## src/rtl/core/lrs48_pkg.sv

```systemverilog
package lrs48_pkg;

  // Fixed formats of the stream fields and the configuration registers.
  localparam int SAMPLE_W        = 16;
  localparam int RATE_W          = 18;
  localparam int CFG_IDX_W       = 2;
  localparam int CFG_DATA_W      = 18;

  // Default number of fraction bits of the phase accumulator.
  localparam int PHASE_FRAC_BITS = 16;

  // Output sample rate in Hz, and the largest number of outputs per input frame.
  localparam int TARGET_RATE_HZ  = 48000;
  localparam int MAX_OUT         = 9;
  localparam int OUT_CNT_W       = 4;

  // Depth of the queue between the front and the back.
  localparam int QUEUE_DEPTH     = 2;

  // Configuration register indexes.
  localparam logic [CFG_IDX_W-1:0] REG_SOURCE_RATE  = 2'd0;
  localparam logic [CFG_IDX_W-1:0] REG_STEREO_INPUT = 2'd1;

  // One classified input frame on its way from the front to the back.
  typedef struct packed {
    logic signed [SAMPLE_W-1:0] sample_l;
    logic signed [SAMPLE_W-1:0] sample_r;
    logic                       pass_through;
  } frame_t;

endpackage

```

## src/rtl/core/lrs48_queue.sv

```systemverilog
module lrs48_queue (
  input  logic              clk,
  input  logic              rst_n,
  input  logic              push,
  input  lrs48_pkg::frame_t wdata,
  output logic              full,
  input  logic              pop,
  output lrs48_pkg::frame_t rdata,
  output logic              empty
);

  localparam int DEPTH = lrs48_pkg::QUEUE_DEPTH;
  localparam int PTR_W = (DEPTH > 1) ? $clog2(DEPTH) : 1;
  localparam int CNT_W = $clog2(DEPTH + 1);

  lrs48_pkg::frame_t entry_r [DEPTH];
  logic [PTR_W-1:0]  wr_ptr_r;
  logic [PTR_W-1:0]  rd_ptr_r;
  logic [CNT_W-1:0]  count_r;

  assign full  = (count_r == CNT_W'(DEPTH));
  assign empty = (count_r == '0);
  assign rdata = entry_r[rd_ptr_r];

  always_ff @(posedge clk) begin
    if (push) begin
      entry_r[wr_ptr_r] <= wdata;
    end
  end

  always_ff @(posedge clk) begin
    if (!rst_n) begin
      wr_ptr_r <= '0;
      rd_ptr_r <= '0;
      count_r  <= '0;
    end else begin
      if (push) begin
        wr_ptr_r <= (wr_ptr_r == PTR_W'(DEPTH - 1)) ? '0 : wr_ptr_r + PTR_W'(1);
      end
      if (pop) begin
        rd_ptr_r <= (rd_ptr_r == PTR_W'(DEPTH - 1)) ? '0 : rd_ptr_r + PTR_W'(1);
      end
      if (push && !pop) begin
        count_r <= count_r + CNT_W'(1);
      end else if (pop && !push) begin
        count_r <= count_r - CNT_W'(1);
      end
    end
  end

endmodule

```

## config.mk

```make
export PLATFORM = sky130hd
export DESIGN_NAME = lrs48_queue
export DESIGN_NICKNAME = d
export VERILOG_FILES = /design/src/rtl/core/lrs48_pkg.sv /design/src/rtl/core/lrs48_queue.sv
export SDC_FILE = /design/constraint.sdc
export NUM_CORES = 1
export LEC_CHECK = 0
export ABC_AREA = 0
export ABC_CLOCK_PERIOD_IN_PS = 3560
export BUFFER_PORTS_ARGS = -buffer_cell sky130_fd_sc_hd__buf_2
export CAP_MARGIN = 20
export CORE_MARGIN = 3
export CORE_UTILIZATION = 50
export CTS_CLUSTER_SIZE = 10
export DETAILED_ROUTE_END_ITERATION = 10
export GPL_TIMING_DRIVEN = 0
export PLACE_DENSITY = 0.87
export SLEW_MARGIN = 10
export SYNTH_ARGS = -nofsm -noshare
export SYNTH_HDL_FRONTEND = slang
export SYNTH_SLANG_ARGS = --single-unit
```

## constraint.sdc

```tcl
create_clock -name clk -period 3.56 [get_ports clk]
set_clock_uncertainty 0.05 [all_clocks]
set_input_delay 0.712 -clock clk [delete_from_list [all_inputs] [get_ports clk]]
set_output_delay 0.712 -clock clk [all_outputs]
set_load 0.03 [all_outputs]
```

; Yosys cells after proc, flatten, opt, wreduce, memory -nomap -nowiden
; Memory sizes are Yosys's and may differ from the RTL's. A register that Yosys moved wholly into a read port is not among the register bits.
; Cells that the tools add are included.
[word_totals]
mem_count = 1
ff_bits = 4
input_bits = 37
out_inout_bits = 35
ram_bits = 66
[op_classes]
n_addsub = 4
n_mux = 8
n_reduce_logical = 6
eq_ne = 1
[mem_list]
columns = name, depth, word_bits, rd, rd_ports_with_merged_regs, wr, line
row1 = entry_r, 2, 33, 1, 1, 1, lrs48_queue.sv:16  ; lrs48_pkg::frame_t entry_r [DEPTH];
[op_table]
columns = op, n
row1 = $mux 1, 6
row2 = $mux 2, 2
row3 = $add 1x1->1 const B, 2
row4 = $add 2x1->2 const B, 1
row5 = $eq 2x2->1 const B, 1
row6 = $logic_and 1x1->1, 2
row7 = $logic_not 1->1, 2
row8 = $logic_not 2->1, 1
row9 = $reduce_bool 2->1, 1
row10 = $sub 2x1->2 const B, 1

; Depth between registers and ports, before layout
[logic_depth]
depth_word = 4
ltp_mapped = 5

; Least setup slack after synthesis
; Ideal clock, no wire load.
[synth_path]
kind = in2reg
startpoint = input push
endpoint = memory entry_r[0][0] in the netlist's numbering, enable pin
slack_ps = 848
t_arrival_ps = 2233
path_buffers = 0
setup_ps = 428
cell_stages = 1
t_required_ps = 3082
path_cell_list = nor2b_1
[synth_between]
elab_chain_len = 2
[synth_rtl]
columns = element, line
row1 = "start, declared", lrs48_queue.sv:4  ; input logic push,
row2 = $mux 1, lrs48_queue.sv:26  ; if (push) begin
row3 = $mux 1 (not written as such), lrs48_queue.sv:27  ; entry_r[wr_ptr_r] <= wdata;
row4 = "end, declared", lrs48_queue.sv:16
; Every way passes these cells.

==> PnR_summary.wiki <==
{| class="wikitable"
! Metric !! Value
|-
| Placer Congestion || 0.708
|-
| CTS tree || done
|-
| Proportion of layout cells with a drive suffix above 1 || between 50% and 60%
|-
| CTS clk-pin slew, worst paths || 70 ps
|-
| Chain of cells forming the critical path || buf_2 -> buf_4 -> mux2_2 -> buf_2
|-
| First drt pass iteration count || 4
|-
| Synthesis warning total || 0
|-
| Clock net sink count || 71
|-
| Initial core utilization || between 50% and 60%
|-
| Die width || ~78 µm
|-
| Actual slew at the worst max-slew pin || slightly above 800 ps
|-
| Post-synthesis cell count || roughly 130
|-
| Largest stage delay on the critical path || 350 ps
|-
| Required @ worst endpoint || 2800 ps
|-
| Number of nets in the final layout || between 200 and 250
|-
| GR Overflow Total || 0
|-
| # resized after CTS || 0
|-
| Top delay family on crit path || buffers and inverters
|-
| Synth top area cells || sky130_fd_sc_hd__edfxtp_1 76%, sky130_fd_sc_hd__mux2_2 14%, sky130_fd_sc_hd__dfxtp_1 3.8%
|-
| Count of flip-flops with a built-in enable after synthesis || 66
|-
| Simple-Gate Fraction of Synth Area || under 10%
|-
| Global Route Usage Sum || about 17%
|-
| Proportion of synthesized flip-flops having asynchronous set or reset || 0%
|-
| Synthesis-to-finish area growth || 24.5%
|-
| Yosys reg bits || 71
|-
| Worst-path fanout max || 10
|-
| I/O Buffers || 71
|-
| Skew-Pair Late Insertion Delay || between 300 and 400 ps
|-
| Area of the die || around 6100 µm²
|-
| Clock root cell || sky130_fd_sc_hd__clkbuf_8
|-
| Count of H-tree levels built during CTS || 3
|-
| Average instance area after synthesis || just over 20 µm²
|-
| DRC violations left || 0
|-
| Pwr Total || roughly 1.8 mW
|-
| Fraction of synthesized cell area taken by the top area cell type || approximately three quarters
|-
| Initial antenna violation count || 0
|-
| Buffers inserted by post-CTS timing repair || 0
|-
| Hold-fix buffers, CTS || 0
|-
| Peak ir drop on the vdd network || roughly 0.36 mV
|-
| # setup viols final || 0
|-
| Antenna Violating Nets Remaining || 0
|-
| Crit start category || flop
|-
| Largest family of logic cells by synthesized area || multiplexers
|-
| Core area || a little under 5000 µm²
|-
| Netlist area before placement || 2600 µm²
|-
| Min-delay worst type || flop to flop
|-
| Setup tns final || 0 ps
|-
| Most prevalent standard cell on the critical path || sky130_fd_sc_hd__buf_2
|-
| Arithmetic-cell share of the synthesized area counting full adders, half adders and majority gates || less than 1%
|-
| Count of vias placed by the detailed router || approximately 1.4k
|-
| Final WL || approximately 4600 µm
|-
| Cell with the largest stage delay on the worst path || sky130_fd_sc_hd__mux2_2
|-
| Avg Vias per Cell || 4.89
|-
| Portion of netlist area occupied by mux cells || between 10% and 20%
|-
| Category of the most critical setup path || flop to output port
|-
| Yosys top cell by area || sky130_fd_sc_hd__edfxtp_1
|-
| Worst endpoint data arrival time || approximately 1500 ps
|-
| Final core utilization || between 60% and 70%
|-
| Height of the chip || 78.1 µm
|-
| Wire length of the first global-routing pass || approximately 7600 µm
|-
| Fraction of synthesized cell area in xor and xnor cells || between 1 and 1.5%
|-
| Number of DRC violations after detailed-routing iteration 0 || between 60 and 70
|-
| Number of max-slew violations in the final report || 0
|-
| Power density cells || approximately 550 nW/µm²
|-
| Largest net degree at the start of global routing || 34
|-
| Worst-case headroom to the max-slew limit || 45.8%
|-
| Via count of the first global-routing pass || approximately 1.6k
|-
| Clk buf depth || 2
|-
| Fin crit period || about 2300 ps
|-
| Setup crit end kind || output port
|-
| Antenna cell count || 0
|-
| Top-Level Pins || 72
|-
| Unrepaired setup endpoints after global routing || false
|-
| Row Count || 25
|-
| Post-synth net total || between 150 and 200
|-
| Area fraction in compound gates after synthesis || less than 1%
|-
| Fmax || roughly 0.43 GHz
|-
| Setup slack on the worst flop-to-flop path || slightly above 2000 ps
|-
| Result of the run || finished, final reports clean
|-
| Hpwl dp || about 3200 µm
|-
| Post-synthesis sequential area ratio || about 80%
|-
| Final hold violation count || 0
|-
| Number of buffers inserted during clock tree synthesis || 9
|-
| Leakage power of the design || between 1 and 1.5 nW
|-
| Mean routed wirelength per cell || 16.6 µm
|-
| CP Buf/Inv Count || 3
|-
| Leading register cell type out of synthesis || sky130_fd_sc_hd__edfxtp_1
|-
| Post-route clock period utilization || between 60 and 70%
|-
| Synth cell types || 17
|-
| # Max-Cap Violations || 0
|}
layer usage:
layer	track usage (%)	vias up	share of wire (%)
met1	17.7	665	37
li1	-	649	-
met2	29.5	42	55
met5	0	-	0
met3	6.54	12	5.2
met4	7.87	0	2.0
worst paths after layout:
| check | from | end | depth (start not counted) |
|---|---|---|---|
| worst max-delay path | flop | rdata[29] | 4 |
| worst min-delay path | count_r[1] | count_r[1] | 2 |
| worst max register to register | wr_ptr_r | entry_r[1][18] | 1 |
| worst min register to register | count_r[1] | count_r[1] | 2 |
synth_stat cells (2+ instances only):
library cell               number
sky130_fd_sc_hd__edfxtp_1      66
sky130_fd_sc_hd__nor2b_1        2
sky130_fd_sc_hd__mux2_2        33
sky130_fd_sc_hd__buf_4          3
sky130_fd_sc_hd__dfxtp_1        5
sky130_fd_sc_hd__xor2_1         2
sky130_fd_sc_hd__and2_1         4
metrics by stage:
stage / hold slack (ps) / setup slack [ps] / instance area [µm²] / cells
after global routing: 489 / 1150 / 3240 / 280
after detailed placement: 461 / 1570 / 3080 / 264
after floorplan: 416 / 848 / 2600 / 125
after global placement: 436 / -37.8 / 3040 / 263
final: 473 / 1260 / 3240 / 280
after CTS: 473 / 1240 / 3240 / 280
flip-flops by register name, indices dropped and copies added, names as in the netlist, named ones only:
signal    flops
count_r       2
rd_ptr_r      1
entry_r      66
wr_ptr_r      1
area by class of cell:
| class | instances | area [µm²] |
|---|---|---|
| Inverter | 1 | 3.75 |
| Fill cell | 358 | 1640 |
| Timing Repair Buffer | 72 | 383 |
| Tap cell | 67 | 83.8 |
| Sequential cell | 71 | 2080 |
| Clock inverter | 2 | 10.0 |
| Multi-Input combinational cell | 49 | 495 |
| Clock buffer | 14 | 153 |
| Buffer | 4 | 27.5 |
cell usage in the layout (no fill, tap or decap):
cell type	Yosys	final
sky130_fd_sc_hd__buf_2	1	72
sky130_fd_sc_hd__edfxtp_1	66	66
sky130_fd_sc_hd__mux2_2	33	33
sky130_fd_sc_hd__clkbuf_8	0	10
sky130_fd_sc_hd__dfxtp_1	5	5
sky130_fd_sc_hd__clkbuf_1	0	4
sky130_fd_sc_hd__buf_4	3	3
sky130_fd_sc_hd__and2_1	4	3
sky130_fd_sc_hd__xor2_1	2	2
sky130_fd_sc_hd__clkinv_2	0	2
sky130_fd_sc_hd__inv_1	1	1
sky130_fd_sc_hd__nor2_1	1	1
sky130_fd_sc_hd__and2_2	0	1
sky130_fd_sc_hd__and2b_2	1	1
sky130_fd_sc_hd__nor2b_4	0	1
sky130_fd_sc_hd__xnor2_1	1	1
sky130_fd_sc_hd__nor2b_1	2	1
sky130_fd_sc_hd__o21a_1	1	1
sky130_fd_sc_hd__o21ai_0	1	1
sky130_fd_sc_hd__or3_1	1	1
sky130_fd_sc_hd__a21boi_1	1	1
sky130_fd_sc_hd__ha_1	1	1
sky130_fd_sc_hd__buf_16	0	1
worst min-delay path: stages, from the launching register on:
cell and delay (ps):
sky130_fd_sc_hd__dfxtp_1 340, sky130_fd_sc_hd__o21ai_0 80, sky130_fd_sc_hd__a21boi_1 60
power by group:
group	internal, mW	total, mW	switching, mW
logic	0.102	0.267	0.165
registers	0.962	0.976	0.0141
clock network	0.271	0.539	0.268
logic make-up (layout without fill, tap and decap cells):
kind of cell | after synthesis | after routing
AND/OR/NAND/NOR | 9 | 9
AO/OA/AOI/OAI | 3 | 3
flip-flops | 71 | 71
multiplexers | 33 | 33
XOR/XNOR | 3 | 3
buffers and inverters | 5 | 93
adder cells (fa/ha/maj) | 1 | 1
No activity file was read; power rests on OpenSTA's default activity.
