$ cat src/rtl/core/lrs48_pkg.sv
package lrs48_pkg;

  // Fixed formats of the stream fields and the configuration registers.
  localparam int SAMPLE_W        = 16;
  localparam int RATE_W          = 18;
  localparam int CFG_IDX_W       = 2;
  localparam int CFG_DATA_W      = 18;

  // Default number of fraction bits of the phase accumulator.
  localparam int PHASE_FRAC_BITS = 16;

  // Output sample rate in Hz, and the largest number of outputs per input frame.
  localparam int TARGET_RATE_HZ  = 48000;
  localparam int MAX_OUT         = 9;
  localparam int OUT_CNT_W       = 4;

  // Depth of the queue between the front and the back.
  localparam int QUEUE_DEPTH     = 2;

  // Configuration register indexes.
  localparam logic [CFG_IDX_W-1:0] REG_SOURCE_RATE  = 2'd0;
  localparam logic [CFG_IDX_W-1:0] REG_STEREO_INPUT = 2'd1;

  // One classified input frame on its way from the front to the back.
  typedef struct packed {
    logic signed [SAMPLE_W-1:0] sample_l;
    logic signed [SAMPLE_W-1:0] sample_r;
    logic                       pass_through;
  } frame_t;

endpackage

$ cat src/rtl/core/lrs48_front.sv
module lrs48_front #(
  parameter int PF = lrs48_pkg::PHASE_FRAC_BITS
) (
  input  logic                                 clk,
  input  logic                                 rst_n,
  input  logic                                 cfg_we,
  input  logic [lrs48_pkg::CFG_IDX_W-1:0]      cfg_index,
  input  logic [lrs48_pkg::CFG_DATA_W-1:0]     cfg_wdata,
  input  logic                                 in_tvalid,
  output logic                                 in_tready,
  input  logic [2*lrs48_pkg::SAMPLE_W-1:0]     in_tdata,
  input  logic                                 q_full,
  output logic                                 q_push,
  output lrs48_pkg::frame_t                    q_wdata,
  output logic [PF+2:0]                        step,
  output logic                                 clear_state
);

  // The output rate is an odd factor times a power of two. The step is the rate
  // times the rounded-up reciprocal of the odd factor; the shift is wide enough
  // that the product floors to the exact quotient for every 18-bit rate.
  localparam int RATE_POW2   = 7;
  localparam int RATE_ODD    = lrs48_pkg::TARGET_RATE_HZ >> RATE_POW2;
  localparam int RECIP_SHIFT = lrs48_pkg::RATE_W + $clog2(RATE_ODD);
  localparam int RECIP_EXP   = RECIP_SHIFT + PF - RATE_POW2;
  localparam int RECIP_W     = RECIP_EXP - $clog2(RATE_ODD) + 1;
  localparam int PROD_W      = lrs48_pkg::RATE_W + RECIP_W;
  localparam longint unsigned RECIP =
    ((64'd1 << RECIP_EXP) + 64'(RATE_ODD - 1)) / 64'(RATE_ODD);

  logic [lrs48_pkg::RATE_W-1:0] rate_r;
  logic                         stereo_r;
  logic [PF+2:0]                step_r;
  logic                         busy_r;

  logic [lrs48_pkg::RATE_W-1:0] new_rate;
  logic [lrs48_pkg::RATE_W-1:0] rate_eff;
  logic [PROD_W-1:0]            step_prod;

  // A zero rate behaves as the output rate.
  assign new_rate  = cfg_wdata[lrs48_pkg::RATE_W-1:0];
  assign rate_eff  = (rate_r == '0) ? lrs48_pkg::RATE_W'(lrs48_pkg::TARGET_RATE_HZ) : rate_r;
  assign step_prod = PROD_W'(rate_eff) * PROD_W'(RECIP_W'(RECIP));

  always_ff @(posedge clk) begin
    if (!rst_n) begin
      rate_r   <= lrs48_pkg::RATE_W'(lrs48_pkg::TARGET_RATE_HZ);
      stereo_r <= 1'b1;
      step_r   <= {3'b001, {PF{1'b0}}};
      busy_r   <= 1'b0;
    end else begin
      // The step is loaded from the new rate in the cycle after a rate write.
      busy_r <= cfg_we && (cfg_index == lrs48_pkg::REG_SOURCE_RATE);
      if (busy_r) begin
        step_r <= step_prod[RECIP_SHIFT +: PF + 3];
      end
      if (cfg_we) begin
        case (cfg_index)
          lrs48_pkg::REG_SOURCE_RATE: begin
            rate_r <= new_rate;
          end
          lrs48_pkg::REG_STEREO_INPUT: begin
            stereo_r <= cfg_wdata[0];
          end
          default: begin
          end
        endcase
      end
    end
  end

  always_comb begin
    clear_state = 1'b0;
    if (cfg_we) begin
      case (cfg_index)
        lrs48_pkg::REG_SOURCE_RATE,
        lrs48_pkg::REG_STEREO_INPUT: clear_state = 1'b1;
        default:                     clear_state = 1'b0;
      endcase
    end
  end

  assign in_tready = !busy_r && !q_full;
  assign q_push    = in_tvalid && in_tready;
  assign step      = step_r;

  // Classify the frame: mono copies the left sample; a zero rate or the output rate passes through.
  assign q_wdata.sample_l     = in_tdata[lrs48_pkg::SAMPLE_W-1:0];
  assign q_wdata.sample_r     = stereo_r ? in_tdata[2*lrs48_pkg::SAMPLE_W-1:lrs48_pkg::SAMPLE_W]
                                         : in_tdata[lrs48_pkg::SAMPLE_W-1:0];
  assign q_wdata.pass_through = (rate_r == '0) ||
                                (rate_r == lrs48_pkg::RATE_W'(lrs48_pkg::TARGET_RATE_HZ));

endmodule

$ cat config.mk
export PLATFORM = sky130hd
export DESIGN_NAME = lrs48_front
export DESIGN_NICKNAME = d
export VERILOG_FILES = /design/src/rtl/core/lrs48_pkg.sv /design/src/rtl/core/lrs48_front.sv
export SDC_FILE = /design/constraint.sdc
export NUM_CORES = 1
export LEC_CHECK = 0
export BUFFER_PORTS_ARGS = -buffer_cell sky130_fd_sc_hd__buf_2
export CORE_MARGIN = 4
export CORE_UTILIZATION = 62
export CTS_CLUSTER_DIAMETER = 200
export CTS_CLUSTER_SIZE = 20
export DETAILED_ROUTE_END_ITERATION = 12
export PLACE_DENSITY = 0.88
export SETUP_SLACK_MARGIN = 0.3
export SLEW_MARGIN = 20
export SYNTH_ARGS = -nofsm -noshare
export SYNTH_HDL_FRONTEND = slang
export SYNTH_SLANG_ARGS = --single-unit
$ cat constraint.sdc
create_clock -name clk -period 7.9 [get_ports clk]
set_input_delay 1.58 -clock clk [delete_from_list [all_inputs] [get_ports clk]]
set_output_delay 1.58 -clock clk [all_outputs]
set_load 0.1 [all_outputs]
Word-level counts from Yosys, hierarchy flattened
Index checks and enable logic that the tools add are counted.

Add/subtract/negate cells: 0. Multiply operators: 1. Div/mod/pow operators: 0. Magnitude comparators: 0. Eq/ne operators: 2. Shift-type cells: 0. Mux-type cells: 4. Bitwise gates (word level): 0. Reductions and logical operators: 11.

Operators with widths (number): multiplier 18 x 27 -> 45 bit (second input constant) (1); == test 18 x 16 -> 1 bit (second input constant) (1); logical NOT 18 bit (1); 2-to-1 mux 18 bit (1); 2-to-1 mux 16 bit (1); AND reduction 2 bit (2); logical AND 1 bit (3); == test 2 x 1 -> 1 bit (second input constant) (1); logical NOT 1 bit (2); logical NOT 2 bit (1); 2-to-1 mux 1 bit (2); OR reduction 2 bit (1); logical OR 1 bit (1).

Bits in registers: 39. Latch bits: 0. Bits in writable memories: 0. Memory bits (read-only): 0. Input bits: 57. Output and inout bits: 55. Memories kept: 0.

Depth between registers and ports, before layout
Gate-level depths: netlist of the first run.

Depth after elaboration: 4. Mapped depth: 26. Mapped depth without buffers: 26.

Least setup slack after synthesis of the first run
OpenSTA, ideal clock, no wires.

Kind: flip-flop to flip-flop. From: register rate_r[16] (netlist name). To: register step_r[11] (netlist: step[11]). Library setup time: 87 ps. Arrival: 6376 ps. Required time: 7813 ps. Setup slack: 1437 ps. Stages on the path, launching flop included: 25. Path buffers: 0. Path through: dfxtp_1 -> inv_1 -> ha_1 -> nand4_1 -> and2b_2 -> or2_2 -> fa_1 -> inv_1 -> fa_1 -> fa_1 -> inv_1 -> fa_1 -> inv_1 -> fa_1 -> fa_1 -> inv_1 -> ha_1 -> a21oi_1 -> a21boi_1 -> o311ai_4 -> a21boi_2 -> o31a_1 -> o211a_1 -> o21a_1 -> o31ai_1.

Cells in the longest elaborated chain, start to end: 3.

RTL lines: start, declared (line lrs48_front.sv:31) `logic [lrs48_pkg::RATE_W-1:0] rate_r;`; start signal, assigned (line lrs48_front.sv:47) `rate_r <= lrs48_pkg::RATE_W'(lrs48_pkg::TARGET_RATE_HZ);`; start signal, assigned (line lrs48_front.sv:60) `rate_r <= new_rate;`; logical NOT 18 bit (line lrs48_front.sv:42) `assign rate_eff = (rate_r == '0) ? lrs48_pkg::RATE_W'(lrs48_pkg::TARGET_RATE_HZ) : rate_r;`; 2-to-1 mux 18 bit (*) (line lrs48_front.sv:42); multiplier 18 x 27 -> 45 bit (*) (line lrs48_front.sv:43) `assign step_prod = PROD_W'(rate_eff) * PROD_W'(RECIP_W'(RECIP));`; end signal, assigned (line lrs48_front.sv:49) `step_r <= {3'b001, {PF{1'b0}}};`; end signal, assigned (line lrs48_front.sv:55) `step_r <= step_prod[RECIP_SHIFT +: PF + 3];`; end, declared (line lrs48_front.sv:33) `logic [PF+2:0] step_r;`.

Every way passes the cells marked *; elsewhere a longest branch is shown, timed or not. A chain may end at the register's enable or synchronous reset.

Worst setup path in the final report of the first run
From: register rate_r[1] (netlist name). To: register step_r[18] (netlist: step[18]).

Same word-level chain as after synthesis.

==> results.yml, run 1 <==
status:
  status: "finished clean"
grt:
  grt_pass1_wl_mm: 40.31
  grt_max_degree: 27
  grt_overflow: 0
  grt.total_usage_pct: 28.83
  antenna_found_initial: 0
  grt_pass1_vias: 7974
synth:
  ys_top_cells_by_area: "fa_1 (34%), ha_1 (23%), inv_1 (11%)"
  syn_area_um2: 9530
  synth-edff-count: 0
  ys_top_cells_by_count: "inv_1 (284), ha_1 (173), fa_1 (164), nand2_1 (62), a21oi_1 (41)"
  synth_top_area_share_pct: 34.45
  yosysTopAreaCell: "fa_1"
  synth_compound_area_share_pct: 8.297
  yosys.area_share.simple_pct: 9.085
  async_flop_share_pct: 0
  synth.most_common_cell: "inv_1"
  synth_flop_cell: "dfxtp_1"
  yosys_warnings: 0
  syn-num-nets: 1417
  ys_seq_area_share_pct: 8.192
  ys_ff_latch: 39
  synthXorXnorAreaFrac_pct: 1.195
  netlist_instances: 1023
  synth.area.mux_share_pct: 2.521
  synth.distinct_cells: 68
  syn_avg_cell_area_um2: 9.316
  synth_top_family_by_area: "adder cells"
  synthAdderAreaFrac_pct: 57.16
cts:
  clk_latency_ns: 0.29
  cts_hold_buf: 0
  cts_made_buffers: 5
  cts_resized: 0
  clock_sinks: 39
  clk_pin_slew_ns: 0.06
  cts_root_buf: "clkbuf_16"
  htree_num_levels: 2
  cts_tree: "done"
  clk_path_buf_depth: 2
  post-cts-setup-buffers: 0
setup_path:
  cp-end-kind: "register"
  cp_max_fo: 9
  cp.arrival_ns: 7.53
  crit_path_start_kind: "register"
  r2r_slack_ns: 0.56
  critPathRequiredTime_ns: 8.09
  crit_type: "register to register"
layout:
  drive_gt1_share_pct: 15.33
  final_design_area_no_fill_um2: 10330
  area_delta_synth_final_pct: 8.403
  fin_nets: 1502
  antenna_cells: 0
  num-fill-cells: 1158
pwr:
  seqPwrFrac_pct: 5.7
  cellInternalPower_mw: 1.747
  p_leak_nw: 5.670
  p_sw_share_pct: 58.22
  power_density_nw_per_um2: 404.7
  switchingPower_mw: 2.434
  combPwrFrac_pct: 89.0
  ir_worst_vdd_uv: 474.2
  p_clk_share_pct: 5.3
  p_total_mw: 4.181
die:
  start_util_pct: 62.92
  design.portCount: 112
  core_um2: 15150
  row_count: 45
  dieArea_um2: 17420
  die_x_um: 132.0
  die_height_um: 132.0
route:
  antenna_left: 0
  viasPerCell: 5.663
  drtIter0Drc: 469
  wl_mm: 24.40
  dr.pass1.iters: 5
  routedWlPerCell_um: 18.81
  num_vias: 7345
  drc: 0
placed_design:
  port_buffers: 111
  dp_hpwl_mm: 21.45
  placed_cell_area_um2: 10170
  place.gp.congestion: 1.056
  pre_cts_ws_ns: 0.6518
timing:
  tightest_slew_ns: 0.8628
  final.setup.worst_slack_ns: 0.5578
  slew_violations: 0
  slew_headroom_pct: 42.42
  rsz0062_at_grt: "no"
  final_hold_viol_count: 0
  tns_ns: 0
  finalSetupViolCount: 0
  timing.fmax_mhz: 136.2
  period_share_pct: 92.94
  fin_crit_ns: 7.342
  skew_ns: 0.004466
worst_hold_path:
  hold_class: "register to register"
job:
  cap_violations: 0
[placed cells by master, fill, tap and decap left out, drive strengths merged, types with 7 or more instances in the layout]
master and count:
dfxtp 39, a21oi 42, nor2 30, nand2 62, fa 164, o21ai 15, a21o 14, inv 285
clkbuf 7, xnor2 11, buf 120, or2 9, ha 173, nand3 31, mux2 16
[sequential cells by signal, summed over array words and instances, names as in the netlist]
register and cells:
busy_r 1, rate_r 18, step 19, stereo_r 1
[stage by stage]
stage	util (%)	std cells	hold slack [ns]
6_report	68.21	1297	0.4810
5_1_grt	68.21	1297	0.5050
4_1_cts	68.21	1297	0.4762
3_5_place_dp	67.15	1289	0.4645
3_3_place_gp	67.15	1289	0.4593
2_1_floorplan	-	1023	0.4481
[cell families (layout without fill, tap and decap cells)]
group / Yosys count / in the layout
AO/OA/AOI/OAI: 111 / 111
AND/OR/NAND/NOR: 173 / 173
multiplexers: 22 / 22
buffers and inverters: 328 / 414
XOR/XNOR: 13 / 13
flip-flops: 39 / 39
adder cells (fa/ha/maj): 337 / 337
[worst paths after layout]
| kind | start | to | depth (start not counted) |
|---|---|---|---|
| min reg2reg | step[6]$_SDFFE_PN0P_ | step[6]$_SDFFE_PN0P_ | 2 |
| min | step[6]$_SDFFE_PN0P_ | step[6]$_SDFFE_PN0P_ | 2 |
| max reg2reg | rate_r[1]$_SDFFE_PN0P_ | step[18]$_SDFFE_PN0P_ | 24 |
| max | rate_r[1]$_SDFFE_PN0P_ | step[18]$_SDFFE_PN0P_ | 24 |
[layer usage]
metal  track usage (%)  routed length [µm]  up-vias
met5                 0                   0        -
met4             13.48                1368        0
met3             3.893                1594       90
met2             50.03               12090      347
met1             35.71                9338     3551
li1                  -                   -     3357
[power by group through the flow]
stage | sequential (mW) | clock, mW | combinational [mW]
floorplan | 0.381 | 0 | 2.68
global route | 0.241 | 0.229 | 4.12
detailed placement | 0.241 | 0 | 3.66
CTS | 0.237 | 0.218 | 3.69
finish | 0.238 | 0.220 | 3.72
global placement | 0.241 | 0 | 3.56
[worst max-delay path, cell delays in order, from the launching register on]
cell       delay (ns)
dfxtp_1          0.30
buf_4            0.16
nor4_1           0.53
nand4_1          0.21
and2b_2          0.32
or2_2            0.31
fa_1             0.31
inv_1            0.09
fa_1             0.53
inv_1            0.05
fa_1             0.58
fa_1             0.45
fa_1             0.56
inv_1            0.06
fa_1             0.59
inv_1            0.06
ha_1             0.34
a21oi_1          0.15
o21ai_0          0.13
a221oi_2         0.35
a21boi_2         0.16
nor3_1           0.38
o21a_1           0.24
o2111ai_1        0.13
a22o_1           0.24
[layout make-up]
type	count	area [µm²]	share of cell area [%]
sequential	39	780.7	7.557
clock inverter	1	7.507	0.07267
clock buffer	7	152.6	1.478
tap	188	235.2	2.277
multi-input combinational	656	7458	72.19
inverter	286	1074	10.39
timing repair buffer	120	623.1	6.031
Note: power is estimated with default switching activity, not from simulation.
==> run 2: changes to the inputs <==
--- a/config.mk
+++ b/config.mk
@@ -7,11 +7,11 @@
 export LEC_CHECK = 0
 export BUFFER_PORTS_ARGS = -buffer_cell sky130_fd_sc_hd__buf_2
 export CORE_MARGIN = 4
-export CORE_UTILIZATION = 62
+export CORE_UTILIZATION = 55
 export CTS_CLUSTER_DIAMETER = 200
 export CTS_CLUSTER_SIZE = 20
 export DETAILED_ROUTE_END_ITERATION = 12
-export PLACE_DENSITY = 0.88
+export PLACE_DENSITY = 0.8
 export SETUP_SLACK_MARGIN = 0.3
 export SLEW_MARGIN = 20
 export SYNTH_ARGS = -nofsm -noshare
==> run 2 against run 1 <==
Cell count increased by 2.5%. Clock skew decreased by 0.00085 ns. Critical path type unchanged. Critical path depth unchanged. Largest power group unchanged.
==> results.yml, run 2 (synthesized netlist as in run 1, its figures left out) <==
status:
  status: "finished clean"
cts:
  clock_sinks: 39
  cts_resized: 0
  clk_latency_ns: 0.29
  cts_hold_buf: 0
  cts_tree: "done"
  htree_num_levels: 2
  cts_made_buffers: 5
  clk_path_buf_depth: 2
  cts_root_buf: "clkbuf_16"
  clk_pin_slew_ns: 0.06
  post-cts-setup-buffers: 0
job:
  cap_violations: 0
timing:
  finalSetupViolCount: 0
  slew_violations: 0
  tightest_slew_ns: 0.8495
  skew_ns: 0.003616
  fin_crit_ns: 7.203
  period_share_pct: 91.18
  timing.fmax_mhz: 138.8
  final_hold_viol_count: 0
  rsz0062_at_grt: "no"
  slew_headroom_pct: 43.31
  tns_ns: 0
grt:
  grt_pass1_wl_mm: 39.39
  grt_overflow: 0
  grt_pass1_vias: 7602
  antenna_found_initial: 0
  grt.total_usage_pct: 25.53
  grt_max_degree: 27
setup_path:
  crit_type: "register to register"
  critPathRequiredTime_ns: 8.08
  crit_path_start_kind: "register"
  cp.arrival_ns: 7.39
  cp_slowest_cell: "fa_1"
  cp-end-kind: "register"
  path_cells: "buf_4 > nor4_1 > nand4_1 > and2b_2 > or2_2 > fa_1 > ha_1 > inv_1 > fa_1 > inv_1 > fa_1 > fa_1 > inv_1 > fa_1 > inv_1 > ha_1 > nand2_1 > o21ai_0 > a221oi_2 > a21boi_2 > nor3_1 > o21a_1 > o2111ai_1 > a22o_1"
  cpPeakStageDelay_ns: 0.55
  cp_max_fo: 9
  crit_top_cell: "fa_1"
pwr:
  p_total_mw: 4.259
  p_leak_nw: 5.683
  ir_worst_vdd_uv: 489.4
  power_density_nw_per_um2: 409.3
die:
  row_count: 47
  start_util_pct: 56.86
  die_height_um: 139.6
  design.portCount: 112
  dieArea_um2: 19500
  core_um2: 16760
  die_x_um: 139.6
placed_design:
  dp_hpwl_mm: 21.88
  port_buffers: 111
  place.gp.congestion: 1.036
route:
  num_vias: 7239
  drc: 0
  antenna_left: 0
  dr.pass1.iters: 5
  wl_mm: 24.57
  routedWlPerCell_um: 18.49
  viasPerCell: 5.447
  drtIter0Drc: 418
layout:
  antenna_cells: 0
  final_cell_mix: "inv_1 (284), ha_1 (173), fa_1 (164)"
  largest_reg_flops: 19
  final_common_cell: "inv_1"
  drive_gt1_share_pct: 15.33
  area_delta_synth_final_pct: 9.163
  num-fill-cells: 1387
  fin_nets: 1502
  final_util_pct: 62.08
worst_hold_path:
  hold_class: "register to register"
[run 2: changes by cell type in the layout (fill, tap and decap cells not counted)]
cell       change
clkbuf_8       -2
bufinv_16      +2
[run 2: area by class of cell]
type	count	area, µm²	area share [%]
well taps	220	275.3	2.646
repair buffers	120	623.1	5.989
inverters	286	1074	10.32
clock inverters	3	67.56	0.6494
flip-flops and latches	39	780.7	7.505
multi-input cells	656	7458	71.69
clock buffers	5	125.1	1.203
[run 2: critical path: cells and delay by family, from the launching register on]
| kind | cells | cell delay [ns] |
|---|---|---|
| adder cells (fa/ha/maj) | 7 | 3.29 |
| AO/OA/AOI/OAI | 6 | 1.28 |
| flip-flops | 1 | 0.30 |
| buffers and inverters | 5 | 0.41 |
| AND/OR/NAND/NOR | 6 | 1.81 |
[run 2: metal layers]
layer | vias to the layer above | routed length [µm] | track usage, %
li1 | 3359 | - | -
met3 | 63 | 1791 | 3.877
met1 | 3478 | 9457 | 31.97
met4 | 0 | 850 | 8.312
met5 | - | 0 | 0
met2 | 339 | 12470 | 45.37
[run 2: through the flow]
step | cells | instance area (µm²) | hold WS, ns | setup WS [ns]
after floorplan | 1023 | 9530 | 0.4481 | 1.437
after global placement | 1321 | 10210 | 0.4586 | 0.8317
after detailed placement | 1321 | 10210 | 0.4543 | 0.7400
after CTS | 1329 | 10400 | 0.4717 | 0.7380
after global routing | 1329 | 10400 | 0.5112 | 0.3790
final | 1329 | 10400 | 0.4712 | 0.6971
[run 2: final timing paths]
| kind | slack [ns] | startpoint | depth (start not counted) | endpoint |
|---|---|---|---|---|
| max reg2reg | 0.70 | rate_r[1]$_SDFFE_PN0P_ | 24 | step[18]$_SDFFE_PN0P_ |
| min reg2reg | 0.47 | step[6]$_SDFFE_PN0P_ | 2 | step[6]$_SDFFE_PN0P_ |
| min | 0.47 | step[6]$_SDFFE_PN0P_ | 2 | step[6]$_SDFFE_PN0P_ |
| max | 0.70 | rate_r[1]$_SDFFE_PN0P_ | 24 | step[18]$_SDFFE_PN0P_ |
[run 2: power by group]
part	switching [mW]	internal, mW	total, mW
registers	0.0192	0.221	0.240
logic	2.36	1.40	3.75
clock network	0.0828	0.181	0.264
